`src/rtl/core/assert_macros.svh`:
```
// ----------------------------------------------------------------------------
// Assertion macros
// Clocked concurrent assertion helpers shared by the stencil CSR RTL.
// ----------------------------------------------------------------------------
`ifndef ASSERT_MACROS_SVH
`define ASSERT_MACROS_SVH

// plain clocked property, disabled while reset is active
`define SCPB_ASSERT(name, clk, rst_n, prop, msg) \
  name: assert property (@(posedge clk) disable iff (!rst_n) (prop)) else $error(msg);

// same-cycle implication
`define SCPB_ASSERT_IMP(name, clk, rst_n, ante, cons, msg) \
  `SCPB_ASSERT(name, clk, rst_n, (ante) |-> (cons), msg)

`endif

```
`src/rtl/core/scpb_pkg.sv`:
```
// ----------------------------------------------------------------------------
// scpb_pkg
// Types, widths and codes of the five-point stencil CSR pattern builder.
// ----------------------------------------------------------------------------
package scpb_pkg;

  localparam int ColW     = 10;
  localparam int RowW     = 10;
  localparam int TypeW    = 16;
  localparam int LinW     = 20;
  localparam int CntW     = 23;
  localparam int CfgW     = 11;
  localparam int CfgDataW = 16;
  localparam int CfgIdxW  = 3;
  localparam int NumDir   = 5;
  localparam int QDepth   = 2;

  typedef enum logic [2:0] {
    DIR_S = 3'd0,
    DIR_W = 3'd1,
    DIR_C = 3'd2,
    DIR_E = 3'd3,
    DIR_N = 3'd4
  } dir_e;

  // entry ordering of a cell
  typedef enum logic [1:0] {
    ORD_NORM       = 2'd0,
    ORD_WRAP_FIRST = 2'd1,
    ORD_WRAP_LAST  = 2'd2
  } ord_e;

  typedef enum logic [CfgIdxW-1:0] {
    CFG_ACTIVE_WIDTH  = 3'd0,
    CFG_ACTIVE_HEIGHT = 3'd1,
    CFG_FULL_WIDTH    = 3'd2,
    CFG_PERIODIC      = 3'd3,
    CFG_SOLID_MASK    = 3'd4,
    CFG_BOUNDARY_MASK = 3'd5,
    CFG_FLUID_MASK    = 3'd6
  } cfg_idx_e;

  typedef struct packed {
    logic [CfgW-1:0]  active_width;
    logic [CfgW-1:0]  active_height;
    logic [CfgW-1:0]  full_width;
    logic             periodic;
    logic [TypeW-1:0] solid_mask;
    logic [TypeW-1:0] boundary_mask;
    logic [TypeW-1:0] fluid_mask;
  } cfg_t;

  // classified cell, one queue entry
  typedef struct packed {
    logic              first_cell;
    logic [NumDir-1:0] dir_mask;   // bit per dir_e code
    ord_e              ord;
    logic [LinW-1:0]   row_base;   // row * full_width
    logic [ColW-1:0]   col;
    logic [ColW-1:0]   east_col;
    logic [ColW-1:0]   west_col;
  } q_entry_t;

  function automatic dir_e slot_dir(ord_e ord, logic [2:0] slot);
    dir_e d;
    d = DIR_N;
    case (ord)
      ORD_WRAP_FIRST: begin
        case (slot)
          3'd0:    d = DIR_S;
          3'd1:    d = DIR_C;
          3'd2:    d = DIR_E;
          3'd3:    d = DIR_W;
          default: d = DIR_N;
        endcase
      end
      ORD_WRAP_LAST: begin
        case (slot)
          3'd0:    d = DIR_S;
          3'd1:    d = DIR_E;
          3'd2:    d = DIR_W;
          3'd3:    d = DIR_C;
          default: d = DIR_N;
        endcase
      end
      default: begin
        case (slot)
          3'd0:    d = DIR_S;
          3'd1:    d = DIR_W;
          3'd2:    d = DIR_C;
          3'd3:    d = DIR_E;
          default: d = DIR_N;
        endcase
      end
    endcase
    return d;
  endfunction

endpackage

```
`src/rtl/core/scpb_intf.sv`:
```
// ----------------------------------------------------------------------------
// scpb channel interfaces
// Valid/ready channels for grid cells in and CSR entries out.
// ----------------------------------------------------------------------------
interface scpb_cell_if import scpb_pkg::*; ();
  logic             valid;
  logic             ready;
  logic             first_cell;
  logic [ColW-1:0]  col;
  logic [RowW-1:0]  row;
  logic [TypeW-1:0] center_type;
  logic [TypeW-1:0] south_type;
  logic [TypeW-1:0] west_type;
  logic [TypeW-1:0] east_type;
  logic [TypeW-1:0] north_type;

  modport source (
    output valid, first_cell, col, row, center_type, south_type, west_type,
           east_type, north_type,
    input  ready
  );
  modport sink (
    input  valid, first_cell, col, row, center_type, south_type, west_type,
           east_type, north_type,
    output ready
  );
endinterface

interface scpb_entry_if import scpb_pkg::*; ();
  logic            valid;
  logic            ready;
  logic            entry_valid;
  logic [2:0]      direction;
  logic [LinW-1:0] row_index;
  logic [LinW-1:0] col_index;
  logic [CntW-1:0] entry_index;
  logic [CntW-1:0] row_end_pointer;
  logic            last;

  modport source (
    output valid, entry_valid, direction, row_index, col_index, entry_index,
           row_end_pointer, last,
    input  ready
  );
  modport sink (
    input  valid, entry_valid, direction, row_index, col_index, entry_index,
           row_end_pointer, last,
    output ready
  );
endinterface

```
`src/rtl/core/scpb_front.sv`:
```
// ----------------------------------------------------------------------------
// scpb_front
// Accepts cells, classifies them into a neighbor mask and entry order.
// ----------------------------------------------------------------------------
module scpb_front import scpb_pkg::*; (
  scpb_cell_if.sink cell_i,
  input  cfg_t      cfg_i,
  input  logic      q_full_i,
  output logic      push_o,
  output q_entry_t  entry_o
);

  logic [CfgW-1:0]  col_x;
  logic [CfgW-1:0]  col_p1;
  logic [CfgW-1:0]  row_p1;
  logic [CfgW-1:0]  west_x;
  logic [TypeW-1:0] acc;
  logic             in_rng;
  logic             solid;
  logic             cb;
  logic             per;
  logic             at_last;
  logic [NumDir-1:0] dmask;

  assign cell_i.ready = !q_full_i;
  assign push_o       = cell_i.valid && !q_full_i;

  assign col_x   = {1'b0, cell_i.col};
  assign col_p1  = col_x + CfgW'(1);
  assign row_p1  = {1'b0, cell_i.row} + CfgW'(1);
  assign west_x  = cfg_i.active_width - CfgW'(1);
  assign acc     = cfg_i.boundary_mask | cfg_i.fluid_mask;
  assign in_rng  = (col_x < cfg_i.active_width) &&
                   ({1'b0, cell_i.row} < cfg_i.active_height);
  assign solid   = |(cell_i.center_type & cfg_i.solid_mask);
  assign cb      = |(cell_i.center_type & cfg_i.boundary_mask);
  assign per     = cfg_i.periodic;
  assign at_last = (col_p1 == cfg_i.active_width);

  always_comb begin
    dmask = '0;
    if (in_rng) begin
      if (solid) begin
        dmask[DIR_C] = cb;
      end else begin
        dmask[DIR_C] = 1'b1;
        dmask[DIR_S] = !cb && (cell_i.row != '0) && |(cell_i.south_type & acc);
        dmask[DIR_N] = !cb && (row_p1 < cfg_i.active_height) &&
                       |(cell_i.north_type & acc);
        dmask[DIR_W] = !cb && (per || cell_i.col != '0) &&
                       |(cell_i.west_type & acc);
        dmask[DIR_E] = !cb && (per || col_p1 < cfg_i.active_width) &&
                       |(cell_i.east_type & acc);
      end
    end
  end

  always_comb begin
    entry_o.first_cell = cell_i.first_cell;
    entry_o.dir_mask   = dmask;
    if (per && cell_i.col == '0) begin
      entry_o.ord = ORD_WRAP_FIRST;
    end else if (per && at_last) begin
      entry_o.ord = ORD_WRAP_LAST;
    end else begin
      entry_o.ord = ORD_NORM;
    end
    entry_o.row_base = {{(LinW-RowW){1'b0}}, cell_i.row} *
                       {{(LinW-CfgW){1'b0}}, cfg_i.full_width};
    entry_o.col      = cell_i.col;
    entry_o.east_col = at_last ? '0 : col_p1[ColW-1:0];
    entry_o.west_col = (cell_i.col == '0) ? west_x[ColW-1:0] : col_x[ColW-1:0] - ColW'(1);
  end

endmodule

```
`src/rtl/core/scpb_queue.sv`:
```
// ----------------------------------------------------------------------------
// scpb_queue
// Short FIFO of classified cells between front and back.
// ----------------------------------------------------------------------------
module scpb_queue import scpb_pkg::*; (
  input  logic     clk_i,
  input  logic     rst_ni,
  input  logic     push_i,
  input  q_entry_t entry_i,
  input  logic     pop_i,
  output logic     full_o,
  output logic     head_valid_o,
  output q_entry_t head_o
);

  localparam int PtrW = $clog2(QDepth);

  q_entry_t          mem_q [QDepth];
  logic [PtrW-1:0]   wr_q, wr_d;
  logic [PtrW-1:0]   rd_q, rd_d;
  logic [PtrW:0]     cnt_q, cnt_d;
  logic              do_push;
  logic              do_pop;

  assign full_o       = (cnt_q == (PtrW+1)'(QDepth));
  assign head_valid_o = (cnt_q != '0);
  assign head_o       = mem_q[rd_q];
  assign do_push      = push_i && !full_o;
  assign do_pop       = pop_i && head_valid_o;

  always_comb begin
    wr_d  = wr_q;
    rd_d  = rd_q;
    cnt_d = cnt_q;
    if (do_push) begin
      wr_d = (wr_q == PtrW'(QDepth-1)) ? '0 : wr_q + PtrW'(1);
    end
    if (do_pop) begin
      rd_d = (rd_q == PtrW'(QDepth-1)) ? '0 : rd_q + PtrW'(1);
    end
    if (do_push && !do_pop) begin
      cnt_d = cnt_q + (PtrW+1)'(1);
    end else if (do_pop && !do_push) begin
      cnt_d = cnt_q - (PtrW+1)'(1);
    end
  end

  always_ff @(posedge clk_i or negedge rst_ni) begin
    if (!rst_ni) begin
      wr_q  <= '0;
      rd_q  <= '0;
      cnt_q <= '0;
    end else begin
      wr_q  <= wr_d;
      rd_q  <= rd_d;
      cnt_q <= cnt_d;
    end
  end

  always_ff @(posedge clk_i) begin
    if (do_push) begin
      mem_q[wr_q] <= entry_i;
    end
  end

endmodule

```
`src/rtl/core/scpb_back.sv`:
```
// ----------------------------------------------------------------------------
// scpb_back
// Walks the queue head cell, numbers its nonzeros, drives the result register.
// ----------------------------------------------------------------------------
module scpb_back import scpb_pkg::*; (
  input  logic            clk_i,
  input  logic            rst_ni,
  input  logic            head_valid_i,
  input  q_entry_t        head_i,
  input  logic [CfgW-1:0] full_width_i,
  output logic            pop_o,
  scpb_entry_if.source    entry_o
);

  logic [NumDir-1:0] done_q, done_d;
  logic [CntW-1:0]   cnt_q, cnt_d;
  logic              ov_q, ov_d;
  logic [NumDir-1:0] rem;
  logic              empty;
  logic              fire;
  logic              last;
  logic              found;
  dir_e              sel;
  dir_e              d;
  logic [CntW-1:0]   ent;
  logic [CntW-1:0]   row_end;
  logic [LinW-1:0]   fw_x;
  logic [LinW-1:0]   row_idx;
  logic [LinW-1:0]   col_idx;

  assign rem     = head_i.dir_mask & ~done_q;
  assign empty   = (head_i.dir_mask == '0);
  assign fire    = head_valid_i && (!ov_q || entry_o.ready);
  assign last    = empty || ($countones(rem) == 1);
  assign ent     = (head_i.first_cell && done_q == '0) ? '0 : cnt_q;
  assign row_end = ent + CntW'($countones(rem));
  assign fw_x    = {{(LinW-CfgW){1'b0}}, full_width_i};
  assign row_idx = head_i.row_base + {{(LinW-ColW){1'b0}}, head_i.col};
  assign pop_o   = fire && last;

  // first pending direction in this cell's order
  always_comb begin
    found = 1'b0;
    sel   = DIR_C;
    for (int k = 0; k < NumDir; k++) begin
      d = slot_dir(head_i.ord, 3'(k));
      if (!found && rem[d]) begin
        sel   = d;
        found = 1'b1;
      end
    end
  end

  always_comb begin
    case (sel)
      DIR_S:   col_idx = row_idx - fw_x;
      DIR_W:   col_idx = head_i.row_base + {{(LinW-ColW){1'b0}}, head_i.west_col};
      DIR_E:   col_idx = head_i.row_base + {{(LinW-ColW){1'b0}}, head_i.east_col};
      DIR_N:   col_idx = row_idx + fw_x;
      default: col_idx = row_idx;
    endcase
  end

  always_comb begin
    done_d = done_q;
    cnt_d  = cnt_q;
    ov_d   = entry_o.ready ? 1'b0 : ov_q;
    if (fire) begin
      ov_d   = 1'b1;
      cnt_d  = empty ? ent : ent + CntW'(1);
      done_d = last ? '0 : (done_q | (NumDir'(1) << sel));
    end
  end

  always_ff @(posedge clk_i or negedge rst_ni) begin
    if (!rst_ni) begin
      done_q <= '0;
      cnt_q  <= '0;
      ov_q   <= 1'b0;
    end else begin
      done_q <= done_d;
      cnt_q  <= cnt_d;
      ov_q   <= ov_d;
    end
  end

  always_ff @(posedge clk_i) begin
    if (fire) begin
      entry_o.entry_valid     <= !empty;
      entry_o.direction       <= empty ? 3'(DIR_S) : 3'(sel);
      entry_o.row_index       <= row_idx;
      entry_o.col_index       <= empty ? '0 : col_idx;
      entry_o.entry_index     <= empty ? '0 : ent;
      entry_o.row_end_pointer <= row_end;
      entry_o.last            <= last;
    end
  end

  assign entry_o.valid = ov_q;

endmodule

```
`src/rtl/core/stencil_csr_pattern_builder.sv`:
```
// A cell accepted into the queue has its first result registered from the queue
//   head into the result register, where the receiver can then take it.
// Throughput: one cell per cycle into the queue while it is not full; results
//   leave one per cycle while the receiver keeps up, max(k,1) per cell with
//   k its nonzero count (0..5). The rate is set by the single result register.
// Reset: registers to defaults (sizes 1024, masks 0, not periodic), counter 0,
//   queue empty. No clearing pass.
// ----------------------------------------------------------------------------
// stencil_csr_pattern_builder
// Five-point stencil CSR sparsity pattern builder, decoupled front and back.
// ----------------------------------------------------------------------------
`include "assert_macros.svh"

module stencil_csr_pattern_builder import scpb_pkg::*; #(
  parameter int MAX_WIDTH  = 1024,
  parameter int MAX_HEIGHT = 1024,
  parameter int TYPE_BITS  = 16
) (
  input  logic                clk_i,
  input  logic                rst_ni,
  scpb_cell_if.sink           cell_i,
  scpb_entry_if.source        entry_o,
  input  logic                cfg_we_i,
  input  logic [CfgIdxW-1:0]  cfg_idx_i,
  input  logic [CfgDataW-1:0] cfg_wdata_i
);

  // type bits beyond TYPE_BITS never match
  localparam logic [TypeW-1:0] TypeMask =
    (TYPE_BITS >= TypeW) ? {TypeW{1'b1}} : TypeW'((64'd1 << TYPE_BITS) - 64'd1);

  cfg_t            cfg_q, cfg_d;
  logic [CfgW-1:0] wr_val;
  logic            push;
  logic            q_full;
  logic            pop;
  logic            head_valid;
  q_entry_t        front_entry;
  q_entry_t        head;

  assign wr_val = cfg_wdata_i[CfgW-1:0];

  // config writes, size registers saturate at the configured maxima
  always_comb begin
    cfg_d = cfg_q;
    if (cfg_we_i) begin
      case (cfg_idx_e'(cfg_idx_i))
        CFG_ACTIVE_WIDTH:
          cfg_d.active_width = (32'(wr_val) > MAX_WIDTH) ? CfgW'(MAX_WIDTH) : wr_val;
        CFG_ACTIVE_HEIGHT:
          cfg_d.active_height = (32'(wr_val) > MAX_HEIGHT) ? CfgW'(MAX_HEIGHT) : wr_val;
        CFG_FULL_WIDTH:
          cfg_d.full_width = (32'(wr_val) > MAX_WIDTH) ? CfgW'(MAX_WIDTH) : wr_val;
        CFG_PERIODIC:      cfg_d.periodic      = cfg_wdata_i[0];
        CFG_SOLID_MASK:    cfg_d.solid_mask    = cfg_wdata_i[TypeW-1:0] & TypeMask;
        CFG_BOUNDARY_MASK: cfg_d.boundary_mask = cfg_wdata_i[TypeW-1:0] & TypeMask;
        CFG_FLUID_MASK:    cfg_d.fluid_mask    = cfg_wdata_i[TypeW-1:0] & TypeMask;
        default: ;  // index beyond the list: ignored
      endcase
    end
  end

  always_ff @(posedge clk_i or negedge rst_ni) begin
    if (!rst_ni) begin
      cfg_q.active_width  <= CfgW'(1024);
      cfg_q.active_height <= CfgW'(1024);
      cfg_q.full_width    <= CfgW'(1024);
      cfg_q.periodic      <= 1'b0;
      cfg_q.solid_mask    <= '0;
      cfg_q.boundary_mask <= '0;
      cfg_q.fluid_mask    <= '0;
    end else begin
      cfg_q <= cfg_d;
    end
  end

  // front: classify the incoming cell, form row * full_width
  scpb_front u_front (
    .cell_i   (cell_i),
    .cfg_i    (cfg_q),
    .q_full_i (q_full),
    .push_o   (push),
    .entry_o  (front_entry)
  );

  // decoupling queue
  scpb_queue u_queue (
    .clk_i        (clk_i),
    .rst_ni       (rst_ni),
    .push_i       (push),
    .entry_i      (front_entry),
    .pop_i        (pop),
    .full_o       (q_full),
    .head_valid_o (head_valid),
    .head_o       (head)
  );

  // back: one nonzero per cycle from the head cell while results are taken, running entry counter
  scpb_back u_back (
    .clk_i        (clk_i),
    .rst_ni       (rst_ni),
    .head_valid_i (head_valid),
    .head_i       (head),
    .full_width_i (cfg_q.full_width),
    .pop_o        (pop),
    .entry_o      (entry_o)
  );

  // a result that is not the cell's last is always a real nonzero
  `SCPB_ASSERT_IMP(a_nonlast_is_entry, clk_i, rst_ni, entry_o.valid && !entry_o.last, entry_o.entry_valid, "non-last result without entry")
  // an empty-cell result carries zero direction, column and index
  `SCPB_ASSERT_IMP(a_empty_zero, clk_i, rst_ni, entry_o.valid && !entry_o.entry_valid, entry_o.direction == 3'd0 && entry_o.col_index == '0 && entry_o.entry_index == '0, "empty result fields not zero")
  // row end lies one to five entries past any nonzero of the cell
  `SCPB_ASSERT_IMP(a_row_end_span, clk_i, rst_ni, entry_o.valid && entry_o.entry_valid, CntW'(entry_o.row_end_pointer - entry_o.entry_index) >= CntW'(1) && CntW'(entry_o.row_end_pointer - entry_o.entry_index) <= CntW'(NumDir), "row end pointer out of span")

endmodule

```
`src/flat_wrapper.sv`:
```
// flat-port wrapper written by rule: the top's interface ports become plain ports
module stencil_csr_pattern_builder_flat import scpb_pkg::*;
#(
  parameter int MAX_WIDTH  = 1024,
  parameter int MAX_HEIGHT = 1024,
  parameter int TYPE_BITS  = 16
)
  (clk_i, rst_ni, cfg_we_i, cfg_idx_i, cfg_wdata_i, cell_i_valid, cell_i_first_cell, cell_i_col, cell_i_row, cell_i_center_type, cell_i_south_type, cell_i_west_type, cell_i_east_type, cell_i_north_type, cell_i_ready, entry_o_valid, entry_o_entry_valid, entry_o_direction, entry_o_row_index, entry_o_col_index, entry_o_entry_index, entry_o_row_end_pointer, entry_o_last, entry_o_ready);
  scpb_cell_if cell_i_i ();
  scpb_entry_if entry_o_i ();
  input  logic clk_i;
  input  logic rst_ni;
  input  logic cfg_we_i;
  input  logic [CfgIdxW-1:0] cfg_idx_i;
  input  logic [CfgDataW-1:0] cfg_wdata_i;
  input wire logic [$bits(cell_i_i.valid)-1:0] cell_i_valid;
  input wire logic [$bits(cell_i_i.first_cell)-1:0] cell_i_first_cell;
  input wire logic [$bits(cell_i_i.col)-1:0] cell_i_col;
  input wire logic [$bits(cell_i_i.row)-1:0] cell_i_row;
  input wire logic [$bits(cell_i_i.center_type)-1:0] cell_i_center_type;
  input wire logic [$bits(cell_i_i.south_type)-1:0] cell_i_south_type;
  input wire logic [$bits(cell_i_i.west_type)-1:0] cell_i_west_type;
  input wire logic [$bits(cell_i_i.east_type)-1:0] cell_i_east_type;
  input wire logic [$bits(cell_i_i.north_type)-1:0] cell_i_north_type;
  output wire logic [$bits(cell_i_i.ready)-1:0] cell_i_ready;
  output wire logic [$bits(entry_o_i.valid)-1:0] entry_o_valid;
  output wire logic [$bits(entry_o_i.entry_valid)-1:0] entry_o_entry_valid;
  output wire logic [$bits(entry_o_i.direction)-1:0] entry_o_direction;
  output wire logic [$bits(entry_o_i.row_index)-1:0] entry_o_row_index;
  output wire logic [$bits(entry_o_i.col_index)-1:0] entry_o_col_index;
  output wire logic [$bits(entry_o_i.entry_index)-1:0] entry_o_entry_index;
  output wire logic [$bits(entry_o_i.row_end_pointer)-1:0] entry_o_row_end_pointer;
  output wire logic [$bits(entry_o_i.last)-1:0] entry_o_last;
  input wire logic [$bits(entry_o_i.ready)-1:0] entry_o_ready;
  assign cell_i_i.valid = cell_i_valid;
  assign cell_i_i.first_cell = cell_i_first_cell;
  assign cell_i_i.col = cell_i_col;
  assign cell_i_i.row = cell_i_row;
  assign cell_i_i.center_type = cell_i_center_type;
  assign cell_i_i.south_type = cell_i_south_type;
  assign cell_i_i.west_type = cell_i_west_type;
  assign cell_i_i.east_type = cell_i_east_type;
  assign cell_i_i.north_type = cell_i_north_type;
  assign cell_i_ready = cell_i_i.ready;
  assign entry_o_valid = entry_o_i.valid;
  assign entry_o_entry_valid = entry_o_i.entry_valid;
  assign entry_o_direction = entry_o_i.direction;
  assign entry_o_row_index = entry_o_i.row_index;
  assign entry_o_col_index = entry_o_i.col_index;
  assign entry_o_entry_index = entry_o_i.entry_index;
  assign entry_o_row_end_pointer = entry_o_i.row_end_pointer;
  assign entry_o_last = entry_o_i.last;
  assign entry_o_i.ready = entry_o_ready;
  stencil_csr_pattern_builder #(.MAX_WIDTH(MAX_WIDTH), .MAX_HEIGHT(MAX_HEIGHT), .TYPE_BITS(TYPE_BITS)) u_core (.clk_i(clk_i), .rst_ni(rst_ni), .cell_i(cell_i_i), .entry_o(entry_o_i), .cfg_we_i(cfg_we_i), .cfg_idx_i(cfg_idx_i), .cfg_wdata_i(cfg_wdata_i));
endmodule
```
`config.mk`:
```
export PLATFORM = sky130hd
export DESIGN_NAME = stencil_csr_pattern_builder_flat
export DESIGN_NICKNAME = d
export VERILOG_FILES = /design/src/rtl/core/scpb_pkg.sv /design/src/rtl/core/scpb_intf.sv /design/src/rtl/core/scpb_front.sv /design/src/rtl/core/scpb_queue.sv /design/src/rtl/core/scpb_back.sv /design/src/rtl/core/stencil_csr_pattern_builder.sv /design/src/flat_wrapper.sv
export VERILOG_INCLUDE_DIRS = /design/src /design/src/rtl/core
export SDC_FILE = /design/constraint.sdc
export NUM_CORES = 1
export LEC_CHECK = 0
export BUFFER_PORTS_ARGS = -buffer_cell sky130_fd_sc_hd__buf_4
export CORE_MARGIN = 8
export CORE_UTILIZATION = 56
export CTS_BUF_LIST = sky130_fd_sc_hd__clkbuf_8
export CTS_CLUSTER_SIZE = 30
export DETAILED_ROUTE_END_ITERATION = 12
export PLACE_DENSITY = 0.81
export REMOVE_ABC_BUFFERS = 1
export SLEW_MARGIN = 25
export SYNTH_ARGS = -nofsm -noshare
export SYNTH_HDL_FRONTEND = slang
export SYNTH_HIERARCHICAL = 1
export SYNTH_SLANG_ARGS = --single-unit
```
`constraint.sdc`:
```
create_clock -name clk_i -period 5.4 [get_ports clk_i]
set_input_delay 1.08 -clock clk_i [delete_from_list [all_inputs] [get_ports clk_i]]
set_output_delay 1.08 -clock clk_i [all_outputs]
set_load 0.01 [all_outputs]
```
Word level (Yosys, flattened, before mapping)
Memory sizes are Yosys's and may differ from the RTL's.
Cells that the tools add are included.
{"block": "op_classes", "addsub": 19, "n_lt_le_gt_ge": 8, "n_mux": 39, "n_reduce_logical": 60, "eq_ne": 14, "bitwise_logic": 10, "shifts": 1, "mul": 1}
{"op": "16-bit bitwise AND", "n": 6}
{"op": "16-bit OR reduction", "n": 6}
{"op": "20-bit one-hot mux with 4 select lines", "n": 1}
{"op": "20-bit by 10-bit adder with 20-bit output", "n": 3}
{"op": "23-bit 2-to-1 mux", "n": 2}
{"op": "32-bit by 2-bit == test with 1-bit output, second input constant", "n": 1}
{"op": "23-bit by 1-bit adder with 23-bit output, second input constant", "n": 1}
{"op": "23-bit by 4-bit adder with 23-bit output", "n": 1}
{"op": "1-bit logical AND", "n": 23}
{"op": "10-bit by 1-bit adder with 11-bit output, second input constant", "n": 2}
{"op": "10-bit by 11-bit < comparator with 1-bit output", "n": 2}
{"op": "11-bit < comparator", "n": 2}
{"op": "20-bit by 11-bit adder with 20-bit output", "n": 1}
{"op": "10-bit by 11-bit multiplier with 20-bit output", "n": 1}
{"op": "10-bit 2-to-1 mux", "n": 2}
{"op": "10-bit nonzero test", "n": 2}
{"op": "10-bit by 1-bit subtractor with 10-bit output, second input constant", "n": 2}
{"op": "20-bit by 11-bit subtractor with 20-bit output", "n": 1}
{"op": "16-bit OR", "n": 1}
{"op": "1-bit 2-to-1 mux", "n": 14}
{"op": "2-bit 2-to-1 mux", "n": 7}
{"op": "2-bit AND reduction", "n": 7}
{"op": "3-bit == test, second input constant", "n": 4}
{"op": "3-bit by 4-bit < comparator with 1-bit output, second input constant", "n": 3}
{"op": "27 further kinds", "n": 57}
{"block": "word_totals", "input_bits": 125, "register_bits": 206, "memories": 1, "ram_bits": 116}
{"memory": "u_core.u_queue.mem_q", "depth": 2, "word_bits": 58, "read_ports": 1, "rd_ports_with_merged_regs": 0, "write_ports": 1, "line_no": "scpb_queue.sv:18", "source": "q_entry_t mem_q [QDepth];"}

Longest topological paths before layout
Gate-level depths: netlist (run 1).
An unclocked memory read counts as a cell.
{"block": "logic_depth", "word_depth": 19, "mapped_depth": 24}

Cells and area by module
The synthesis (run 1) kept the hierarchy.
{"module": "scpb_back", "area_per_inst_um2": 8109.0, "cells_per_inst": 826, "n_inst": 1, "seq_area_each_um2": 3458.3}
{"module": "scpb_front", "area_per_inst_um2": 6094.6, "cells_per_inst": 790, "n_inst": 1, "seq_area_each_um2": 0.0}
{"module": "scpb_queue", "area_per_inst_um2": 4429.2, "cells_per_inst": 200, "n_inst": 1, "seq_area_each_um2": 3583.4}
{"module": "stencil_csr_pattern_builder", "area_per_inst_um2": 3218.1, "cells_per_inst": 189, "n_inst": 1, "seq_area_each_um2": 2055.7}

Least setup slack after synthesis (run 1)
OpenSTA, ideal clock, no wires.
{"block": "synth_timing", "kind": "input port to flip-flop", "startpoint": "in cell_i_row[3]", "endpoint": "mem u_core/u_queue/mem_q[0][49] (netlist name) (data pin)", "path_stages": 19, "path_slack_ns": -0.558, "path_buffers": 1, "setup_ns": 0.270, "arrival_time_ns": 5.688, "path_cell_list": "clkbuf_1 > nand2_1 > fa_1 > inv_1 > fa_1 > inv_1 > fa_1 > inv_1 > fa_1 > inv_1 > fa_1 > inv_1 > ha_1 > a2111oi_0 > o21ai_0 > a21oi_1 > o21ai_0 > nor4b_1 > nor3_1"}
{"item": "from (decl)", "line_no": "flat_wrapper.sv:19", "source": "input wire logic [$bits(cell_i_i.row)-1:0] cell_i_row;"}
{"item": "to (decl)", "line_no": "scpb_queue.sv:18"}

==> flow_summary.yaml, run 1 <==
run_status:
  status: "complete, no violations"
global_routing:
  grt-ovfl-total: 0
  grt_pass1_vias: 16900
  grt_max_degree: 67
  grt_pass1_wl_um: 91300
  track_usage: 0.252
  antenna_found_initial: 5
worst_setup_path:
  timing_worst_setup_path_type: "input port to register"
  crit_arrival_ns: 5.72
  crit_path_start: "cell_i_row[6]"
  end_kind: "register"
  required_ns: 5.77
  critPathMaxFanout: 14
  startpoint_type: "input port"
  reg2reg_from: "u_core/cfg_q[51]$_DFFE_PN0P_"
yosys:
  postSynthAreaPerCell_um2: 10.9
  syn_area_um2: 21900
  async_flop_share: 0.357
  synth_flop_cell: "edfxtp_1"
  syn_inst: 2005
  ys_seq_area_frac: 0.416
  ys_types: 96
  synth_seq_cells: 322
  synth_edf_count: 207
  ys.warnings.count: 6
final_layout:
  fin_nets: 2628
  final_cell_mix: "307 x buf_4, 207 x edfxtp_1, 152 x nand2_1, 147 x inv_1, 147 x ha_1"
  num-fill-cells: 3032
  fin_util: 0.665
  syn_to_final_growth_pct: 17.4
  final_common_cell: "buf_4"
  drive_above_1_share: 0.256
  finalNonFillerCells: 2843
timing:
  tightestPinTransition_ns: 0.926
  setup_viol: 0
  fin_crit_sh: 0.991
  fin_tns_setup_ns: 0
  report.final.hold_viol_count: 0
  drv_slew: 0
  slew_headroom: 0.383
  finClkSkew_ns: 0.0286
  fin_ws_ns: 0.0498
  fmax_ghz: 0.187
  layout_min_cycle_time_ns: 5.35
drt:
  viasPerCell: 5.85
  wl_per_cell_um: 20.4
  drtAntennaViolNets: 0
  vias: 16600
  drt_iter0_markers: 1169
  drc: 0
  drt-pass1-iter-count: 5
  wirelength_um: 58000
cts:
  cts_sinks: 322
  max-clock-path-buffers: 3
  cts_tree: "yes"
  numCtsBuffers: 53
  ctsRootBufferMaster: "clkbuf_8"
  clkTransAtPathRegs_ns: 0.07
  cts_hold_buf: 0
  clkLatencyLatePin_ns: 0.64
  htree_levels: 2
worst_hold_path:
  min_path_type: "input port to async pin"
place:
  gp_congestion: 0.954
  placed_cells: 2743
  hpwl_um: 44800
  io_buffers: 217
  post-place-ws_ns: -0.756
power_and_ir_drop:
  p_per_area_nw_per_um2: 690
  leakagePower_nw: 11.1
  seq_power_share: 0.244
  power.share.switching: 0.433
  ir_drop_v: 0.000386
  p_sw_mw: 7.67
  clkPwrFrac: 0.129
  p_int_mw: 10.0
  p_comb_frac: 0.626
floorplan:
  core_area_um2: 38600
  start_util: 0.567
  rows: 72
  die_area_um2: 45600
  die_x_um: 214
  pin_count: 218
  die_h_um: 214
flow_run:
  maxCapViolations: 0
[flip-flops by register name (all words and copies together), names as in the netlist]
| name | count |
|---|---|
| u_core/u_back/entry_o.col_index | 20 |
| u_core/u_back/entry_o.entry_index | 23 |
| u_core/u_back/entry_o.entry_valid | 1 |
| u_core/cfg_q | 82 |
| u_core/u_queue/rd_q | 1 |
| u_core/u_back/cnt_q | 23 |
| u_core/u_back/entry_o.row_index | 20 |
| u_core/u_back/entry_o.direction | 3 |
| u_core/u_back/entry_o.valid | 1 |
| u_core/u_queue/wr_q | 1 |
| u_core/u_back/done_q | 5 |
| u_core/u_queue/cnt_q | 2 |
| u_core/u_queue/mem_q | 116 |
| u_core/u_back/entry_o.last | 1 |
| u_core/u_back/entry_o.row_end_pointer | 23 |
[path summary, 6_finish.rpt]
check                                                   endpoint  slack [ns]  cells after the start
min reg2reg                  u_core/u_queue/cnt_q[1]$_DFFE_PN0P_        0.51                      1
max                        u_core/u_queue/mem_q[0][49]$_DFFE_PP_        0.05                     16
max reg2reg                u_core/u_queue/mem_q[0][49]$_DFFE_PP_        0.22                     14
min                                  u_core/cfg_q[8]$_DFFE_PN0P_        0.34                      1
max in group asynchronous        u_core/u_queue/rd_q$_DFFE_PN0P_        3.84                      2
min in group clk_i           u_core/u_queue/cnt_q[1]$_DFFE_PN0P_        0.51                      1
[cell usage after synthesis, drive strengths merged, types with 13 or more instances]
master,n,share of area
edfxtp,207,0.28
nand2,154,0.027
mux2,153,0.082
ha,148,0.085
inv,136,0.023
o21ai,120,0.027
dfrtp,112,0.13
nor2,98,0.017
fa,75,0.069
a21oi,74,0.017
and2,70,0.020
xnor2,68,0.027
xor2,57,0.023
clkbuf,49,0.0085
nand3,46,0.011
and3,41,0.012
buf,39,0.012
nand4,35,0.010
nor3,29,0.0069
nor2b,28,0.0080
a21o,27,0.0093
a211oi,26,0.0089
nor4,15,0.0053
a31oi,14,0.0040
o21a,13,0.0045
[layout make-up]
class / count / area [um^2] / area share
inverters: 137 / 514 / 0.0201
well taps: 518 / 648 / 0.0253
clock inverters: 39 / 320 / 0.0125
flip-flops and latches: 322 / 9100 / 0.355
multi-input cells: 1458 / 11900 / 0.464
diodes: 1 / 2.50 / 0.0000976
clock buffers: 60 / 826 / 0.0322
repair buffers: 308 / 2320 / 0.0906
[critical path: stages]
cell     delay, ns
buf_4         0.11
buf_4         0.12
buf_4         0.18
and2_1        0.19
fa_1          0.55
fa_1          0.45
fa_1          0.52
fa_1          0.52
fa_1          0.50
ha_1          0.32
a21o_1        0.19
a41o_1        0.25
a32oi_1       0.22
o21ai_2       0.12
nor4b_2       0.31
nor3_2        0.08
[stage by stage]
stage                     area [um^2]  hold WS (ns)  total power [mW]
after global placement          24400         0.472              14.8
after floorplan                 21400         0.456              11.6
final                           25600         0.338              17.7
after global routing            25600         0.325              19.0
after CTS                       25500         0.296              17.5
after detailed placement        24400         0.497              15.1
[timing repair]
| item | 4_1_cts | 5_1_grt |
|---|---|---|
| gates resized for setup | 3 | 22 |
| pin swaps | 0 | 4 |
| setup endpoints to repair | 6 | 10 |
| setup buffers | 0 | 0 |
[per-layer routing]
layer  GRT usage  vias to the layer above  routed length [um]
met2       0.417                      585               27400
met5           0                        -                  55
met3      0.0463                      105                3930
met4      0.0671                        8                1440
met1       0.339                     8133               25200
li1            -                     7796                   -
[cells by family after synthesis]
group,count (synthesis),synth area share
fa+ha+maj,223,0.153
simple gates,582,0.141
compound gates,365,0.107
flops,322,0.416
xor+xnor,126,0.0511
mux,162,0.0870
buf+inv,225,0.0441
[power groups by stage]
stage	clock network (mW)	logic, mW	registers, mW
after detailed placement	0	10.7	4.36
final	2.29	11.1	4.32
after CTS	2.35	10.8	4.32
after global placement	0	10.4	4.33
after global routing	2.46	12.2	4.40
after floorplan	0	7.09	4.51
Note: power is estimated with default switching activity, not from simulation.
==> run 2: changes to the inputs <==
- PLACE_DENSITY: 0.81 -> not set
- PLACE_DENSITY_LB_ADDON: not set -> 0.1
==> flow_summary.yaml, run 2 (same netlist as run 1, synthesis figures left out) <==
run_status:
  status: "complete, no violations"
drt:
  viasPerCell: 5.86
  drtAntennaViolNets: 0
  drt_iter0_markers: 1066
  drc: 0
  wl_per_cell_um: 20.6
  vias: 16700
  wirelength_um: 58900
  drt-pass1-iter-count: 5
floorplan:
  die_x_um: 214
  rows: 72
  start_util: 0.567
  die_h_um: 214
  core_area_um2: 38600
  pin_count: 218
  die_area_um2: 45600
place:
  placed_cells: 2754
  hpwl_um: 45500
  io_buffers: 217
  gp_congestion: 0.918
  placed_cell_area_um2: 24500
final_layout:
  syn_to_final_growth_pct: 17.5
  largest_reg_flops: 116
  stdcell_area_um2: 25700
  top_regs: "u_core/u_queue/mem_q (116), u_core/cfg_q (82)"
  final_cell_mix: "315 x buf_4, 207 x edfxtp_1, 154 x inv_1, 151 x nand2_1, 147 x ha_1"
  final_common_cell: "buf_4"
  regMostFlops: "u_core/u_queue/mem_q"
  fin_nets: 2639
  num-fill-cells: 3062
  fin_util: 0.666
  drive_above_1_share: 0.255
  finalNonFillerCells: 2852
worst_hold_path:
  min_path_type: "input port to async pin"
power_and_ir_drop:
  power.share.switching: 0.434
  seq_power_share: 0.245
  ir_drop_v: 0.000480
  leakagePower_nw: 11.2
  clkPwrFrac: 0.121
  p_per_area_nw_per_um2: 688
  p_total_mw: 17.7
  p_sw_mw: 7.66
  p_comb_frac: 0.634
  p_int_mw: 10.0
global_routing:
  grt_max_degree: 55
  grt_pass1_vias: 16800
  grt_pass1_wl_um: 91300
  antenna_found_initial: 1
  track_usage: 0.254
  grt-ovfl-total: 0
cts:
  numCtsBuffers: 53
  htree_levels: 2
  max-clock-path-buffers: 3
  ctsRootBufferMaster: "clkbuf_8"
  clkTransAtPathRegs_ns: 0.06
  cts_tree: "yes"
  cts_sinks: 322
  clkLatencyLatePin_ns: 0.65
  post_cts_buffers: 0
timing:
  report.final.hold_viol_count: 0
  fmax_ghz: 0.190
  fin_tns_setup_ns: 0
  layout_min_cycle_time_ns: 5.25
  finClkSkew_ns: 0.0255
  slew_headroom: 0.319
  drv_slew: 0
  fin_crit_sh: 0.973
  tightestPinTransition_ns: 1.02
  setup_viol: 0
worst_setup_path:
  end_kind: "register"
  r2r_cells: 17
  startpoint_type: "input port"
  crit_arrival_ns: 5.63
  critical_path.endpoint: "u_core/u_queue/mem_q[1][49]$_DFFE_PP_"
  rr_endpoint: "u_core/u_queue/mem_q[1][49]$_DFFE_PP_"
  timing_worst_setup_path_type: "input port to register"
  crit_path_start: "cell_i_row[6]"
  reg2reg_from: "u_core/cfg_q[55]$_DFFE_PN0P_"
  critPathMaxFanout: 12
  required_ns: 5.78
  r2r_slack_ns: 0.22
flow_run:
  maxCapViolations: 0
[run 2: cell count changes in the layout (fill, tap and decap cells not counted), sizes merged]
cell and delta:
buf +11, bufinv -2, clkbuf -1, clkinv -8, inv +9
[run 2: per-stage QoR]
stage / hold slack, ns / worst slack (ns)
3_3_place_gp: 0.473 / -0.682
3_5_place_dp: 0.491 / -0.746
5_1_grt: 0.440 / -0.0518
4_1_cts: 0.412 / 0.0118
2_1_floorplan: 0.456 / -1.71
6_report: 0.435 / 0.147
[run 2: metal layers]
layer / vias to the layer above / global-route usage / part of all wire / wire length [um]
met3: 90 / 0.0444 / 0.059 / 3480
li1: 7806 / - / - / -
met5: - / 0 / 0 / 0
met4: 0 / 0.0678 / 0.021 / 1240
met2: 517 / 0.432 / 0.49 / 28900
met1: 8302 / 0.334 / 0.43 / 25300
[run 2: critical path: stages]
cell	delay, ns
buf_4	0.11
buf_4	0.14
buf_6	0.14
and2_1	0.18
fa_1	0.56
fa_1	0.45
fa_1	0.57
fa_1	0.45
fa_1	0.45
ha_1	0.31
a21o_1	0.20
a41o_1	0.25
a32oi_1	0.18
o21ai_2	0.12
nor4b_2	0.34
nor3_2	0.09
[run 2: power by group through the flow]
stage                     combinational [mW]  sequential [mW]  clock, mW
after global routing                    12.3             4.41       2.29
after CTS                               11.0             4.33       2.19
after detailed placement                10.9             4.37          0
final                                   11.2             4.33       2.13
after floorplan                         7.09             4.51          0
after global placement                  10.7             4.35          0
[run 2: worst min path at each step]
stage,slack (ns),to,cells after the start,startpoint
final,0.43,u_core/u_back/cnt_q[15]$_DFFE_PN0P_,1,rst_ni
after detailed placement,0.49,u_core/u_queue/cnt_q[1]$_DFFE_PN0P_,1,u_core/u_queue/cnt_q[1]$_DFFE_PN0P_
after CTS,0.41,u_core/u_back/cnt_q[15]$_DFFE_PN0P_,1,rst_ni
after global routing,0.44,u_core/u_back/cnt_q[15]$_DFFE_PN0P_,1,rst_ni
after global placement,0.47,u_core/u_queue/cnt_q[1]$_DFFE_PN0P_,1,u_core/u_queue/cnt_q[1]$_DFFE_PN0P_
after floorplan,0.46,u_core/u_queue/cnt_q[1]$_DFFE_PN0P_,1,u_core/u_queue/cnt_q[1]$_DFFE_PN0P_
[run 2: area by class of cell]
cell class | count | area [um^2] | share of cell area
Antenna cell | 1 | 2.50 | 0.0000975
Clock buffer | 59 | 812 | 0.0316
Clock inverter | 38 | 251 | 0.00980
Inverter | 137 | 514 | 0.0200
Multi-Input combinational cell | 1458 | 11900 | 0.465
Sequential cell | 322 | 9100 | 0.354
Tap cell | 518 | 648 | 0.0252
Timing Repair Buffer | 319 | 2420 | 0.0942
[run 2: what timing repair did]
item	CTS	global route
endpoints found under the hold margin	0	0
cloned	0	0
setup endpoints to repair	2	23
gates resized for setup	1	26
hold buffers	0	0
pin swaps	0	10
